### src/hdl/pvpc_pkg.sv
// Shared types, constants and helper functions of the voxel pore classifier.
`timescale 1ns / 1ps
`default_nettype none

package pvpc_pkg;

  // Volume geometry; voxels sit at a fixed stride set by these maxima.
  localparam int unsigned MAX_ROWS   = 64;
  localparam int unsigned MAX_COLS   = 64;
  localparam int unsigned MAX_SLICES = 64;

  localparam int unsigned COORD_W   = 6;
  localparam int unsigned SIZE_W    = 7;
  localparam int unsigned MASK_W    = 8;
  localparam int unsigned KIND_W    = 2;
  localparam int unsigned CLASS_W   = 2;
  localparam int unsigned COUNT_W   = 19;
  localparam int unsigned CFG_IDX_W = 2;
  localparam int unsigned STORE_DEPTH = MAX_ROWS * MAX_COLS * MAX_SLICES;
  localparam int unsigned ADDR_W    = $clog2(STORE_DEPTH);
  localparam int unsigned WINDOW_CELLS = 8;
  localparam int unsigned WIN_W     = $clog2(WINDOW_CELLS);
  localparam int unsigned WCOUNT_W  = $clog2(WINDOW_CELLS + 1);
  localparam int unsigned STEP_W    = $clog2(COORD_W);

  localparam logic [COUNT_W-1:0] COUNT_MAX = '1;

  // Configuration register indexes.
  localparam logic [CFG_IDX_W-1:0] CFG_ROWS   = 2'd0;
  localparam logic [CFG_IDX_W-1:0] CFG_COLS   = 2'd1;
  localparam logic [CFG_IDX_W-1:0] CFG_SLICES = 2'd2;

  typedef enum logic [KIND_W-1:0] {
    KIND_LOAD     = 2'd0,
    KIND_CLASSIFY = 2'd1,
    KIND_CLEAR    = 2'd2
  } kind_e;

  typedef enum logic [CLASS_W-1:0] {
    CLS_SOLID     = 2'd0,
    CLS_INTERFACE = 2'd1,
    CLS_PORE      = 2'd2
  } class_e;

  // Request to and response from the shared remainder unit.
  typedef struct packed {
    logic                start;
    logic [COORD_W-1:0]  dividend;
    logic [SIZE_W-1:0]   divisor;
  } mod_req_t;

  typedef struct packed {
    logic                done;
    logic [COORD_W-1:0]  rem;
  } mod_rsp_t;

  // A size of zero acts as one, and a size above the maximum acts as the maximum.
  function automatic logic [SIZE_W-1:0] clamp_size(logic [SIZE_W-1:0] v, int unsigned maxv);
    logic [SIZE_W-1:0] res;
    if (v == '0) begin
      res = SIZE_W'(1);
    end else if (32'(v) > maxv) begin
      res = SIZE_W'(maxv);
    end else begin
      res = v;
    end
    return res;
  endfunction

  // Periodic lower neighbor of a coordinate that is already below size.
  function automatic logic [COORD_W-1:0] lower_coord(logic [COORD_W-1:0] x,
                                                     logic [SIZE_W-1:0] size);
    logic [COORD_W-1:0] res;
    if (x == '0) begin
      res = COORD_W'(size - SIZE_W'(1));
    end else begin
      res = x - COORD_W'(1);
    end
    return res;
  endfunction

  function automatic logic [ADDR_W-1:0] voxel_addr(logic [COORD_W-1:0] r,
                                                   logic [COORD_W-1:0] c,
                                                   logic [COORD_W-1:0] s);
    return (ADDR_W'(s) * ADDR_W'(MAX_ROWS) + ADDR_W'(r)) * ADDR_W'(MAX_COLS) + ADDR_W'(c);
  endfunction

endpackage

`default_nettype wire

### src/hdl/pvpc_mod.sv
// Bit-serial remainder unit that reduces a coordinate modulo a volume size.
`timescale 1ns / 1ps
`default_nettype none

module pvpc_mod import pvpc_pkg::*; (
  input  wire logic     clk_i,
  input  wire logic     rst_ni,
  input  wire mod_req_t req_i,
  output mod_rsp_t      rsp_o
);

  logic               busy_q;
  logic               done_q;
  logic [STEP_W-1:0]  step_q;
  logic [COORD_W-1:0] num_q;
  logic [COORD_W-1:0] rem_q;
  logic [SIZE_W-1:0]  div_q;
  logic [SIZE_W-1:0]  trial;
  logic [COORD_W-1:0] rem_d;

  // Restoring remainder: shift in one dividend bit, subtract when it fits.
  always_comb begin
    trial = SIZE_W'({rem_q, num_q[COORD_W-1]});
    if (trial >= div_q) begin
      rem_d = COORD_W'(trial - div_q);
    end else begin
      rem_d = COORD_W'(trial);
    end
  end

  always_ff @(posedge clk_i or negedge rst_ni) begin
    if (!rst_ni) begin
      busy_q <= 1'b0;
      done_q <= 1'b0;
      step_q <= '0;
    end else begin
      done_q <= 1'b0;
      if (req_i.start) begin
        busy_q <= 1'b1;
        step_q <= STEP_W'(COORD_W - 1);
      end else if (busy_q) begin
        if (step_q == '0) begin
          busy_q <= 1'b0;
          done_q <= 1'b1;
        end else begin
          step_q <= step_q - STEP_W'(1);
        end
      end
    end
  end

  always_ff @(posedge clk_i) begin
    if (req_i.start) begin
      num_q <= req_i.dividend;
      div_q <= req_i.divisor;
      rem_q <= '0;
    end else if (busy_q) begin
      num_q <= {num_q[COORD_W-2:0], 1'b0};
      rem_q <= rem_d;
    end
  end

  assign rsp_o.done = done_q;
  assign rsp_o.rem  = rem_q;

endmodule

`default_nettype wire

### config.mk
export PLATFORM = sky130hd
export DESIGN_NAME = pvpc_mod
export DESIGN_NICKNAME = d
export VERILOG_FILES = /design/src/hdl/pvpc_pkg.sv /design/src/hdl/pvpc_mod.sv
export SDC_FILE = /design/constraint.sdc
export NUM_CORES = 1
export LEC_CHECK = 0
export ABC_AREA = 1
export BUFFER_PORTS_ARGS = -buffer_cell sky130_fd_sc_hd__buf_2
export CORE_MARGIN = 5
export CORE_UTILIZATION = 25
export CTS_BUF_LIST = sky130_fd_sc_hd__clkbuf_8 sky130_fd_sc_hd__clkbuf_16
export DETAILED_ROUTE_END_ITERATION = 7
export GPL_TIMING_DRIVEN = 0
export PLACE_DENSITY_LB_ADDON = 0.08
export RECOVER_POWER = 25
export SLEW_MARGIN = 20
export SYNTH_ARGS = -nofsm -noshare
export SYNTH_HDL_FRONTEND = slang
export SYNTH_SLANG_ARGS = --single-unit
### constraint.sdc
create_clock -name clk_i -period 2.08 [get_ports clk_i]
set_clock_uncertainty 0.2 [all_clocks]
set_input_delay 0 -clock clk_i [delete_from_list [all_inputs] [get_ports clk_i]]
set_output_delay 0 -clock clk_i [all_outputs]
set_load 0.03 [all_outputs]
==> metrics.log, run 1 <==
INFO  metric maximum_clock_rate = 533.4 MHz
INFO  metric run_status = finished clean
INFO  metric antenna_cells = 0
INFO  metric crit_path_cell_trace = ha_1 -> fa_1 -> nand3b_1 -> a21boi_1 -> o21ai_2 -> nand3_1 -> nand2_1
INFO  metric leakage = 0.0008834 uW
INFO  metric powerDensity = 947.2 mW/mm2
INFO  metric effective_utilization_at_floorplan = 0.2525
INFO  metric worst_setup_hold_path_clk_slew = 0.08 ns
INFO  metric max_stage_delay = 0.41 ns
INFO  metric seq_power_share = 0.390
INFO  metric finalCritPeriodShare = 0.9013
INFO  metric start_kind = register
INFO  metric antenna_found_initial = 0
INFO  metric data_arrival_time_of_the_worst_path = 1.83 ns
INFO  metric largest_net_degree_at_the_start_of_global_routing = 14
INFO  metric post_synth_main_area_contributors = edfxtp_1, nand2_1, dfrtp_1
INFO  metric die_height = 83.90 um
INFO  metric switching_power = 652.2 uW
INFO  metric vias = 1095
INFO  metric floorplan.rows = 27
INFO  metric max_cap_viol_count = 0
INFO  metric grt_pass1_vias = 1116
INFO  metric worstHoldPathType = primary input to register
INFO  metric netlist_instances = 152
INFO  metric internal_dissipation = 1023 uW
INFO  metric io_pins = 23
INFO  metric yosysWarningCount = 0
INFO  metric hpwl = 2.188 mm
INFO  metric synth-async-reset-ratio = 0.2083
INFO  metric p_sw_frac = 0.3892
INFO  metric synth_seq_cells = 24
INFO  metric postRouteWirelength = 2.742 mm
INFO  metric crit_type = register to register
INFO  metric root_buffer = clkbuf_8
INFO  metric critPathCaptureType = register
INFO  metric slew_headroom = 0.6704
INFO  metric cts-buffers-inserted = 3
INFO  metric buffer_ports.inserted = 22
INFO  metric ctsHtreeMaxLevel = 1
INFO  metric post-synth-top-area-cell = edfxtp_1
INFO  metric ant_nets = 0
INFO  metric worst_pin_slew = 0.4944 ns
INFO  metric cp_max_fo = 2
INFO  metric remaining_design_rule_violation_count = 0
INFO  metric clock_latency = 0.26 ns
INFO  metric area_delta_synth_final = 29.61%
INFO  metric postLayoutSetupSlackWorst = 0.2053 ns
INFO  metric detailedPlace.worstSlack = 0.1694 ns
INFO  metric synth_seq_area_share = 0.4656
INFO  metric fp.coreArea = 0.005405 mm2
INFO  metric post_drt_via_cell_ratio = 4.117
INFO  metric routed_wire_length_per_instance = 10.31 um
INFO  metric cts.path.max_buffers = 2
INFO  metric synth.top_cell.area_share = 0.2860
INFO  metric postSynthNetCount = 179
INFO  metric grt_overflow = 0
INFO  metric fp.dieArea = 0.007038 mm2
INFO  metric finalNetCount = 222
INFO  metric report.final.hold_viol_count = 0
INFO  metric number_of_enable_type_register_cells_in_the_synthesized_netlist = 13
INFO  metric cts_tree = done
INFO  metric gpl.final_weighted_congestion = 0.7410
INFO  metric ir_drop = 0.2805 mV
INFO  metric clk_sink_count = 24
INFO  metric synth_cell_types = 25
INFO  metric post_cts.repair.setup_buffers = 0
INFO  metric period_minus_slack = 1.875 ns
INFO  metric timing.final.setup_violations = 0
INFO  metric cell_area_placed = 0.001565 mm2
INFO  metric drv_slew = 0
INFO  metric top_ff_cell_synth = edfxtp_1
INFO  metric crit_required = 2.04 ns
INFO  metric fraction_of_power_consumed_by_the_clock_network = 0.160
INFO  metric die_span_in_x = 83.90 um
INFO  metric power.combinational.fraction = 0.450
INFO  metric grt_pass1_wl = 4.947 mm
INFO  metric groute.usage.overall = 0.08566
INFO  metric syn_area = 0.001365 mm2
INFO  metric final_area = 0.001769 mm2
INFO  metric detail_route.iter0.violations = 45
INFO  metric final_setup_tns = 0 ns
INFO  metric drtPass1Iterations = 4
INFO  metric drive_above_1_share = 0.1959
INFO  metric synthesis.area_per_instance = 8.981 um2
INFO  metric grt_setup_unrepaired = no
INFO  metric crit_path_top_delay_cell = edfxtp_1
[worst max-delay path: cells and delay by family (launching register included)]
family          cells  cell delay (ns)
fa+ha+maj           2             0.61
flops               1             0.41
simple gates        3             0.31
compound gates      2             0.24
[registers in the layout, summed over array words and instances (netlist names)]
register  cells
busy_q        1
div_q         7
done_q        1
num_q         6
rem_q         6
step_q        3
[cells in the mapped netlist, types with 3 or more instances]
library cell,count
a21oi_4,3
dfrtp_1,5
dfxtp_1,6
edfxtp_1,13
ha_1,10
inv_1,26
nand2_1,43
nand3_1,14
nor2_1,4
o21ai_0,6
[final timing paths]
check | start | end | slack, ns | cells past startpoint
setup / recovery | div_q[0] | rem_q[4] | 0.21 | 7
hold / removal | req_i[2] | div_q[2] | 0.25 | 2
setup reg to reg | div_q[0] | rem_q[4] | 0.21 | 7
hold reg to reg | rem_q[5] | rem_q[5] | 0.27 | 2
max in group asynchronous | rst_ni | done_q | 1.04 | 3
min in group asynchronous | rst_ni | step_q[2] | 0.45 | 3
[logic make-up (layout without fill, tap and decap cells)]
family          count (synthesis)  count (layout)  share of synthesized area
fa+ha+maj                      11              11                     0.1063
compound gates                 16              16                    0.09533
flops                          24              24                     0.4656
simple gates                   70              70                     0.2328
xor+xnor                        1               1                   0.006417
buf+inv                        30              72                    0.09348
[metal layers]
layer	wire, um	vias up	global-route usage
met1	1191	506	0.1002
met3	104	2	0.01974
li1	-	571	-
met5	0	-	0
met2	1418	16	0.1497
met4	27	0	0.03509
[timing repair]
action | CTS | global route
hold endpoints to repair | 25 | 0
hold buffers | 16 | 0
setup endpoints to repair | 0 | 1
gates resized for setup | 0 | 1
[area by class of cell]
| type | instances | area, um2 |
|---|---|---|
| Fill cell | 611 | 3636 |
| Sequential cell | 24 | 635.6 |
| Multi-Input combinational cell | 98 | 601.8 |
| Timing Repair Buffer | 38 | 269.0 |
| Inverter | 27 | 101.3 |
| Tap cell | 72 | 90.09 |
| Clock buffer | 3 | 41.29 |
| Buffer | 3 | 26.28 |
| Clock inverter | 1 | 3.754 |
[cell usage in the layout, fill, tap and decap left out, types with 2 or more instances in the layout]
cell type and n:
a21oi_1 2, a21oi_4 3, buf_2 21, buf_4 2, clkbuf_8 3, dfrtp_1 5, dfxtp_1 6, dlygate4sd3_1 16
edfxtp_1 13, ha_1 10, inv_1 27, nand2_1 43, nand2_4 2, nand3_1 14, nand3b_1 2, nor2_1 4
nor2_2 2, o21ai_0 6, o21ai_2 2
[stage by stage]
step	power (uW)	utilization	std cells	hold WS [ns]
after floorplan	1232	-	152	-0.4956
after global placement	1399	0.2896	246	-0.3789
after detailed placement	1407	0.2896	246	-0.3784
after CTS	1716	0.3275	266	0.2279
after global routing	1838	0.3273	266	0.2484
final	1676	0.3273	266	0.2473
[power groups by stage]
stage	clock, uW	sequential [uW]	combinational [uW]
2_1_floorplan	0	731	501
4_1_cts	294	655	767
3_3_place_gp	0	667	732
5_1_grt	309	665	864
3_5_place_dp	0	666	741
6_report	268	653	755
(Power assumes the default switching activity.)
==> run 2, diff against run 1 <==
--- a/config.mk
+++ b/config.mk
@@ -9,7 +9,6 @@
 export BUFFER_PORTS_ARGS = -buffer_cell sky130_fd_sc_hd__buf_2
 export CORE_MARGIN = 5
 export CORE_UTILIZATION = 25
-export CTS_BUF_LIST = sky130_fd_sc_hd__clkbuf_8 sky130_fd_sc_hd__clkbuf_16
 export DETAILED_ROUTE_END_ITERATION = 7
 export GPL_TIMING_DRIVEN = 0
 export PLACE_DENSITY_LB_ADDON = 0.08
==> metrics.log, run 2 (same netlist as run 1, synthesis figures left out) <==
INFO  metric r2r_start = div_q[0]
INFO  metric crit_required = 2.04 ns (about the same)
INFO  metric drive_above_1_share = 0.1959 (unchanged)
INFO  metric cp_max_fo = 2 (unchanged)
INFO  metric final.fill_count = 611 (unchanged)
INFO  metric remaining_design_rule_violation_count = 0 (unchanged)
INFO  metric floorplan.rows = 27 (unchanged)
INFO  metric grt_overflow = 0 (unchanged)
INFO  metric detail_route.iter0.violations = 34 (-24%)
INFO  metric regToRegEndpoint = rem_q[4]
INFO  metric start_kind = register
INFO  metric min-delay-start = req_i[2]
INFO  metric post_cts.repair.setup_buffers = 0 (unchanged)
INFO  metric fp.dieArea = 0.007038 mm2 (unchanged)
INFO  metric worst_setup_hold_path_clk_slew = 0.08 ns (about the same)
INFO  metric powerDensity = 949.6 mW/mm2 (+0.26%)
INFO  metric path_depth_of_the_worst_reg2reg_path = 7 (unchanged)
INFO  metric period_minus_slack = 1.874 ns (-0.0002040 ns)
INFO  metric effective_utilization_at_floorplan = 0.2525 (unchanged)
INFO  metric final_setup_tns = 0 ns (unchanged)
INFO  metric grt_pass1_vias = 1116 (unchanged)
INFO  metric worstHoldEndpoint = div_q[2]
INFO  metric clk_sink_count = 24 (unchanged)
INFO  metric hpwl = 2.188 mm (unchanged)
INFO  metric buffer_ports.inserted = 22 (unchanged)
INFO  metric ant_nets = 0 (unchanged)
INFO  metric worstHoldPathType = primary input to register
INFO  metric timing.hold.worst_path_depth = 2 (unchanged)
INFO  metric worst_pin_slew = 0.4969 ns (+0.002581 ns)
INFO  metric finalCritPeriodShare = 0.9012 (about the same)
INFO  metric root_buffer = clkbuf_8
INFO  metric ctsHtreeMaxLevel = 1 (unchanged)
INFO  metric final_common_cell = nand2_1
INFO  metric vias = 1090 (-0.46%)
INFO  metric total_power_after_layout = 1680 uW (+0.26%)
INFO  metric die_height = 83.90 um (unchanged)
INFO  metric antenna_cells = 0 (unchanged)
INFO  metric multi_input_comb_area = 601.8 um2 (unchanged)
INFO  metric run_status = finished clean
INFO  metric report.final.hold_viol_count = 0 (unchanged)
INFO  metric drv_slew = 0 (unchanged)
INFO  metric largest_register_ff_count = 7 (unchanged)
INFO  metric regMostFlops = div_q
INFO  metric groute.usage.overall = 0.08566 (unchanged)
INFO  metric crit_type = register to register
INFO  metric ir_drop = 0.2805 mV (unchanged)
INFO  metric max_cap_viol_count = 0 (unchanged)
INFO  metric postRouteWirelength = 2.737 mm (-0.18%)
INFO  metric most_used_cells_in_the_layout_excluding_fill_and_tap_cells = nand2_1, inv_1, buf_2, dlygate4sd3_1, nand3_1
INFO  metric startpoint_of_the_worst_setup_timing_path = div_q[0]
INFO  metric clock_latency = 0.26 ns (about the same)
INFO  metric ff_to_ff_setup_slack = 0.21 ns (about the same)
INFO  metric area_delta_synth_final = 29.61% (unchanged)
INFO  metric largest_net_degree_at_the_start_of_global_routing = 14 (unchanged)
INFO  metric area.sequential = 635.6 um2 (unchanged)
INFO  metric data_arrival_time_of_the_worst_path = 1.83 ns (about the same)
INFO  metric timing.final.setup_violations = 0 (unchanged)
INFO  metric grt_setup_unrepaired = no
INFO  metric gpl.final_weighted_congestion = 0.7410 (unchanged)
INFO  metric maximum_clock_rate = 533.5 MHz (about the same)
INFO  metric cts-buffers-inserted = 3 (unchanged)
INFO  metric slew_headroom = 0.6687 (-0.001720)
INFO  metric antenna_found_initial = 0 (unchanged)
INFO  metric critPathCaptureType = register
INFO  metric finalNetCount = 222 (unchanged)
INFO  metric drtPass1Iterations = 4 (unchanged)
INFO  metric grt_pass1_wl = 4.947 mm (unchanged)
INFO  metric cts.path.max_buffers = 2 (unchanged)
INFO  metric die_span_in_x = 83.90 um (unchanged)
INFO  metric fp.coreArea = 0.005405 mm2 (unchanged)
INFO  metric post_drt_via_cell_ratio = 4.098 (-0.46%)
INFO  metric top_regs = div_q (7), num_q (6), rem_q (6)
INFO  metric io_pins = 23 (unchanged)
INFO  metric cts_tree = done
INFO  metric routed_wire_length_per_instance = 10.29 um (-0.18%)
INFO  metric leakage = 0.0008793 uW (-0.47%)
[run 2: how the worst max path moves through the flow]
stage               slack (ns)  cells after the start        to
finish                    0.21                      7  rem_q[4]
floorplan                 0.14                      7  rem_q[4]
global route              0.02                      9  rem_q[4]
CTS                       0.15                      7  rem_q[4]
global placement          0.16                      7  rem_q[4]
detailed placement        0.17                      7  rem_q[4]
[run 2: final cells by class]
cell class                 instances  area share
buffer                             3     0.01485
clock buffer                       4     0.02546
inverter                          27     0.05728
multi-input combinational         98      0.3402
sequential                        24      0.3593
tap                               72     0.05092
timing repair buffer              38      0.1521
[run 2: critical path: stages, from the launching register on]
cell and delay [ns]:
edfxtp_1 0.41, ha_1 0.21, fa_1 0.40, nand3b_1 0.20, a21boi_1 0.18, o21ai_2 0.06, nand3_1 0.06, nand2_1 0.05
[run 2: repair_timing]
action / CTS / global route
gates resized for setup: 0 / 1
hold endpoints to repair: 25 / 0
hold buffers: 16 / 0
setup endpoints to repair: 0 / 1
[run 2: per-layer routing]
layer  part of all wire  global-route usage
met5                  0                   0
met4             0.0099             0.03509
met3              0.036             0.01974
met2               0.52              0.1497
met1               0.44              0.1002
[run 2: per-stage QoR]
stage | cells | area (um2) | hold slack, ns | worst slack, ns | util
after floorplan | 152 | 1365 | -0.4956 | 0.1377 | -
after global placement | 246 | 1565 | -0.3789 | 0.1621 | 0.2896
after detailed placement | 246 | 1565 | -0.3784 | 0.1694 | 0.2896
after CTS | 266 | 1770 | 0.2302 | 0.1471 | 0.3275
after global routing | 266 | 1769 | 0.2489 | 0.02238 | 0.3273
final | 266 | 1769 | 0.2474 | 0.2055 | 0.3273
[run 2: where the power goes]
group / switching [uW] / internal (uW) / total [uW] / leakage, uW
logic: 464 / 290 / 754 / 0.000615
clock network: 136 / 136 / 273 / 0.0000228
registers: 51.6 / 602 / 653 / 0.000241
==> run 3, diff against run 2 <==
==> constraint.sdc (replaced) <==
create_clock -name clk_i -period 1.74 [get_ports clk_i]
set_clock_uncertainty 0.2 [all_clocks]
set_input_delay 0 -clock clk_i [delete_from_list [all_inputs] [get_ports clk_i]]
set_output_delay 0 -clock clk_i [all_outputs]
set_load 0.03 [all_outputs]
==> metrics.log, run 3 (same netlist as run 1, synthesis figures left out) <==
INFO  metric maximum_clock_rate = 555.6 MHz (+4.2%)
INFO  metric cts_tree = done
INFO  metric powerDensity = 1154 mW/mm2 (+21%)
INFO  metric buffer_ports.inserted = 22 (unchanged)
INFO  metric final.fill_count = 578 (-5.4%)
INFO  metric worstHoldPathType = primary input to register
INFO  metric top_regs = div_q (7), num_q (6), rem_q (6)
INFO  metric finish.utilization = 0.3551 (+0.02778)
INFO  metric switching_power = 850.7 uW (+31%)
INFO  metric root_buffer = clkbuf_8
INFO  metric drv_slew = 0 (unchanged)
INFO  metric cts.path.max_buffers = 2 (unchanged)
INFO  metric area_delta_synth_final = 40.60%
INFO  metric leakage = 0.0009127 uW (+3.8%)
INFO  metric grt_pass1_wl = 4.947 mm (unchanged)
INFO  metric finalCritPeriodShare = 1.034 (+0.1331)
INFO  metric drive_above_1_share = 0.3317 (+0.1358)
INFO  metric multi_input_comb_area = 688.2 um2 (+14%)
INFO  metric run_status = finished, violations left
INFO  metric clock_latency = 0.26 ns (about the same)
INFO  metric fp.dieArea = 0.007038 mm2 (unchanged)
INFO  metric most_used_cells_in_the_layout_excluding_fill_and_tap_cells = nand2_1, inv_1, buf_2, dlygate4sd3_1, edfxtp_1
INFO  metric timing.final.setup_violations = 6 (+6)
INFO  metric period_minus_slack = 1.800 ns (-0.07478 ns)
INFO  metric largest_net_degree_at_the_start_of_global_routing = 14 (unchanged)
INFO  metric floorplan.rows = 27 (unchanged)
INFO  metric min-delay-start = req_i[6]
INFO  metric hpwl = 2.286 mm (+4.5%)
INFO  metric fraction_of_power_consumed_by_the_clock_network = 0.166 (+0.004)
INFO  metric power.combinational.fraction = 0.469 (+0.020)
INFO  metric crit_type = register to register
INFO  metric post_route_non_filler_standard_cell_count = 271 (+1.9%)
INFO  metric postLayoutSetupSlackWorst = -0.05972 ns (-0.2652 ns)
INFO  metric data_arrival_time_of_the_worst_path = 1.79 ns (-0.04 ns)
INFO  metric antenna_cells = 0 (unchanged)
INFO  metric violations_in_the_final_reports = negative setup slack
INFO  metric grt_setup_unrepaired = yes
INFO  metric r2r_start = div_q[2]
INFO  metric postRouteWirelength = 3.036 mm (+11%)
INFO  metric report.final.hold_viol_count = 0 (unchanged)
INFO  metric ir_drop = 0.4292 mV (+53%)
INFO  metric seq_power_share = 0.365 (-0.024)
INFO  metric final_setup_tns = -0.2415 ns (-0.2415 ns)
INFO  metric clk_sink_count = 24 (unchanged)
INFO  metric worst_setup_hold_path_clk_slew = 0.08 ns (about the same)
INFO  metric fp.coreArea = 0.005405 mm2 (unchanged)
INFO  metric grt_pass1_vias = 1112 (-0.36%)
INFO  metric routed_wire_length_per_instance = 11.20 um (+8.9%)
INFO  metric ctsHtreeMaxLevel = 1 (unchanged)
INFO  metric timing.hold.worst_path_depth = 2 (unchanged)
INFO  metric crit_required = 1.73 ns (-0.31 ns)
INFO  metric groute.usage.overall = 0.08563 (about the same)
INFO  metric cts-buffers-inserted = 3 (unchanged)
INFO  metric remaining_design_rule_violation_count = 0 (unchanged)
INFO  metric path_depth_of_the_worst_reg2reg_path = 10 (+3)
INFO  metric grt_overflow = 0 (unchanged)
INFO  metric regMostFlops = div_q
INFO  metric worst_pin_slew = 0.2928 ns (-0.2041 ns)
INFO  metric gpl.final_weighted_congestion = 0.7845 (+5.9%)
INFO  metric max_cap_viol_count = 0 (unchanged)
INFO  metric post_drt_via_cell_ratio = 4.107 (+0.23%)
INFO  metric die_span_in_x = 83.90 um (unchanged)
INFO  metric die_height = 83.90 um (unchanged)
INFO  metric effective_utilization_at_floorplan = 0.2525 (unchanged)
INFO  metric drtPass1Iterations = 4 (unchanged)
INFO  metric area.sequential = 644.4 um2 (+1.4%)
INFO  metric largest_register_ff_count = 7 (unchanged)
INFO  metric ff_to_ff_setup_slack = -0.06 ns (-0.27 ns)
INFO  metric final_common_cell = nand2_1
INFO  metric internal_dissipation = 1364 uW (+33%)
INFO  metric startpoint_of_the_worst_setup_timing_path = div_q[2]
INFO  metric p_sw_frac = 0.3842 (-0.003742)
INFO  metric ant_nets = 0 (unchanged)
INFO  metric detail_route.iter0.violations = 61 (+79%)
INFO  metric cp_max_fo = 7 (+5)
INFO  metric io_pins = 23 (unchanged)
INFO  metric numPlacedInstances = 246 (unchanged)
INFO  metric critPathCaptureType = register
INFO  metric slew_headroom = 0.8043 (+0.1356)
INFO  metric finalNetCount = 227 (+2.3%)
INFO  metric antenna_found_initial = 0 (unchanged)
INFO  metric start_kind = register
INFO  metric vias = 1113 (+2.1%)
-- run 3: changes by cell type in the layout (fill, tap and decap cells not counted), moves of 4 or more --
| cell | before | now |
|---|---|---|
| ha_1 | 10 | 5 |
| dfxtp_1 | 6 | 1 |
| buf_4 | 2 | 7 |
| dfxtp_2 | 0 | 4 |
| ha_4 | 0 | 4 |
-- run 3: repair_timing --
| action | CTS | global route |
|---|---|---|
| hold buffers | 16 | 0 |
| gates resized for setup | 8 | 13 |
| endpoints found under the hold margin | 25 | 0 |
| buffers inserted | 3 | 2 |
| pin swaps | 2 | 6 |
| setup endpoints to repair | 6 | 12 |
-- run 3: metal layers --
layer / share of wire / track usage
met1: 0.43 / 0.09952
met2: 0.53 / 0.1562
met3: 0.028 / 0.01579
met4: 0.0076 / 0.02924
met5: 0 / 0
-- run 3: worst paths after layout --
check	end
worst max-delay path	rem_q[1]
worst min-delay path	div_q[6]
worst max register to register	rem_q[1]
worst min register to register	rem_q[5]
max in group asynchronous	step_q[2]
min in group asynchronous	busy_q
-- run 3: critical path, stage by stage (launching register included) --
cell	delay, ns
edfxtp_1	0.41
inv_2	0.08
ha_4	0.19
buf_6	0.13
a21oi_4	0.15
nand3_2	0.11
nand2_4	0.13
nand2_4	0.09
nand2_1	0.08
nand3_1	0.06
o21ai_1	0.09
-- run 3: power groups by stage --
| stage | Sequential [uW] | Combinational, uW | Clock [uW] |
|---|---|---|---|
| final | 809 | 1040 | 367 |
| after global routing | 824 | 1150 | 413 |
| after CTS | 801 | 977 | 388 |
| after detailed placement | 809 | 890 | 0 |
| after global placement | 808 | 872 | 0 |
| after floorplan | 884 | 601 | 0 |
-- run 3: layout make-up --
class	count	area share
sequential	24	0.3357
clock buffer	4	0.02868
inverter	27	0.05476
multi-input combinational	98	0.3585
buffer	3	0.01369
tap	72	0.04694
timing repair buffer	43	0.1617
-- run 3: metrics by stage --
step           instance area [um2]  hold WS (ns)  setup WS [ns]  total power (uW)
3_5_place_dp                  1574       -0.3753        -0.1197              1698
6_report                      1919        0.2513       -0.05972              2214
5_1_grt                       1919        0.2421        -0.1305              2391
4_1_cts                       1842        0.2391       -0.04762              2166
2_1_floorplan                 1374       -0.4956      -0.001584              1485
3_3_place_gp                  1574       -0.3801        -0.1188              1680
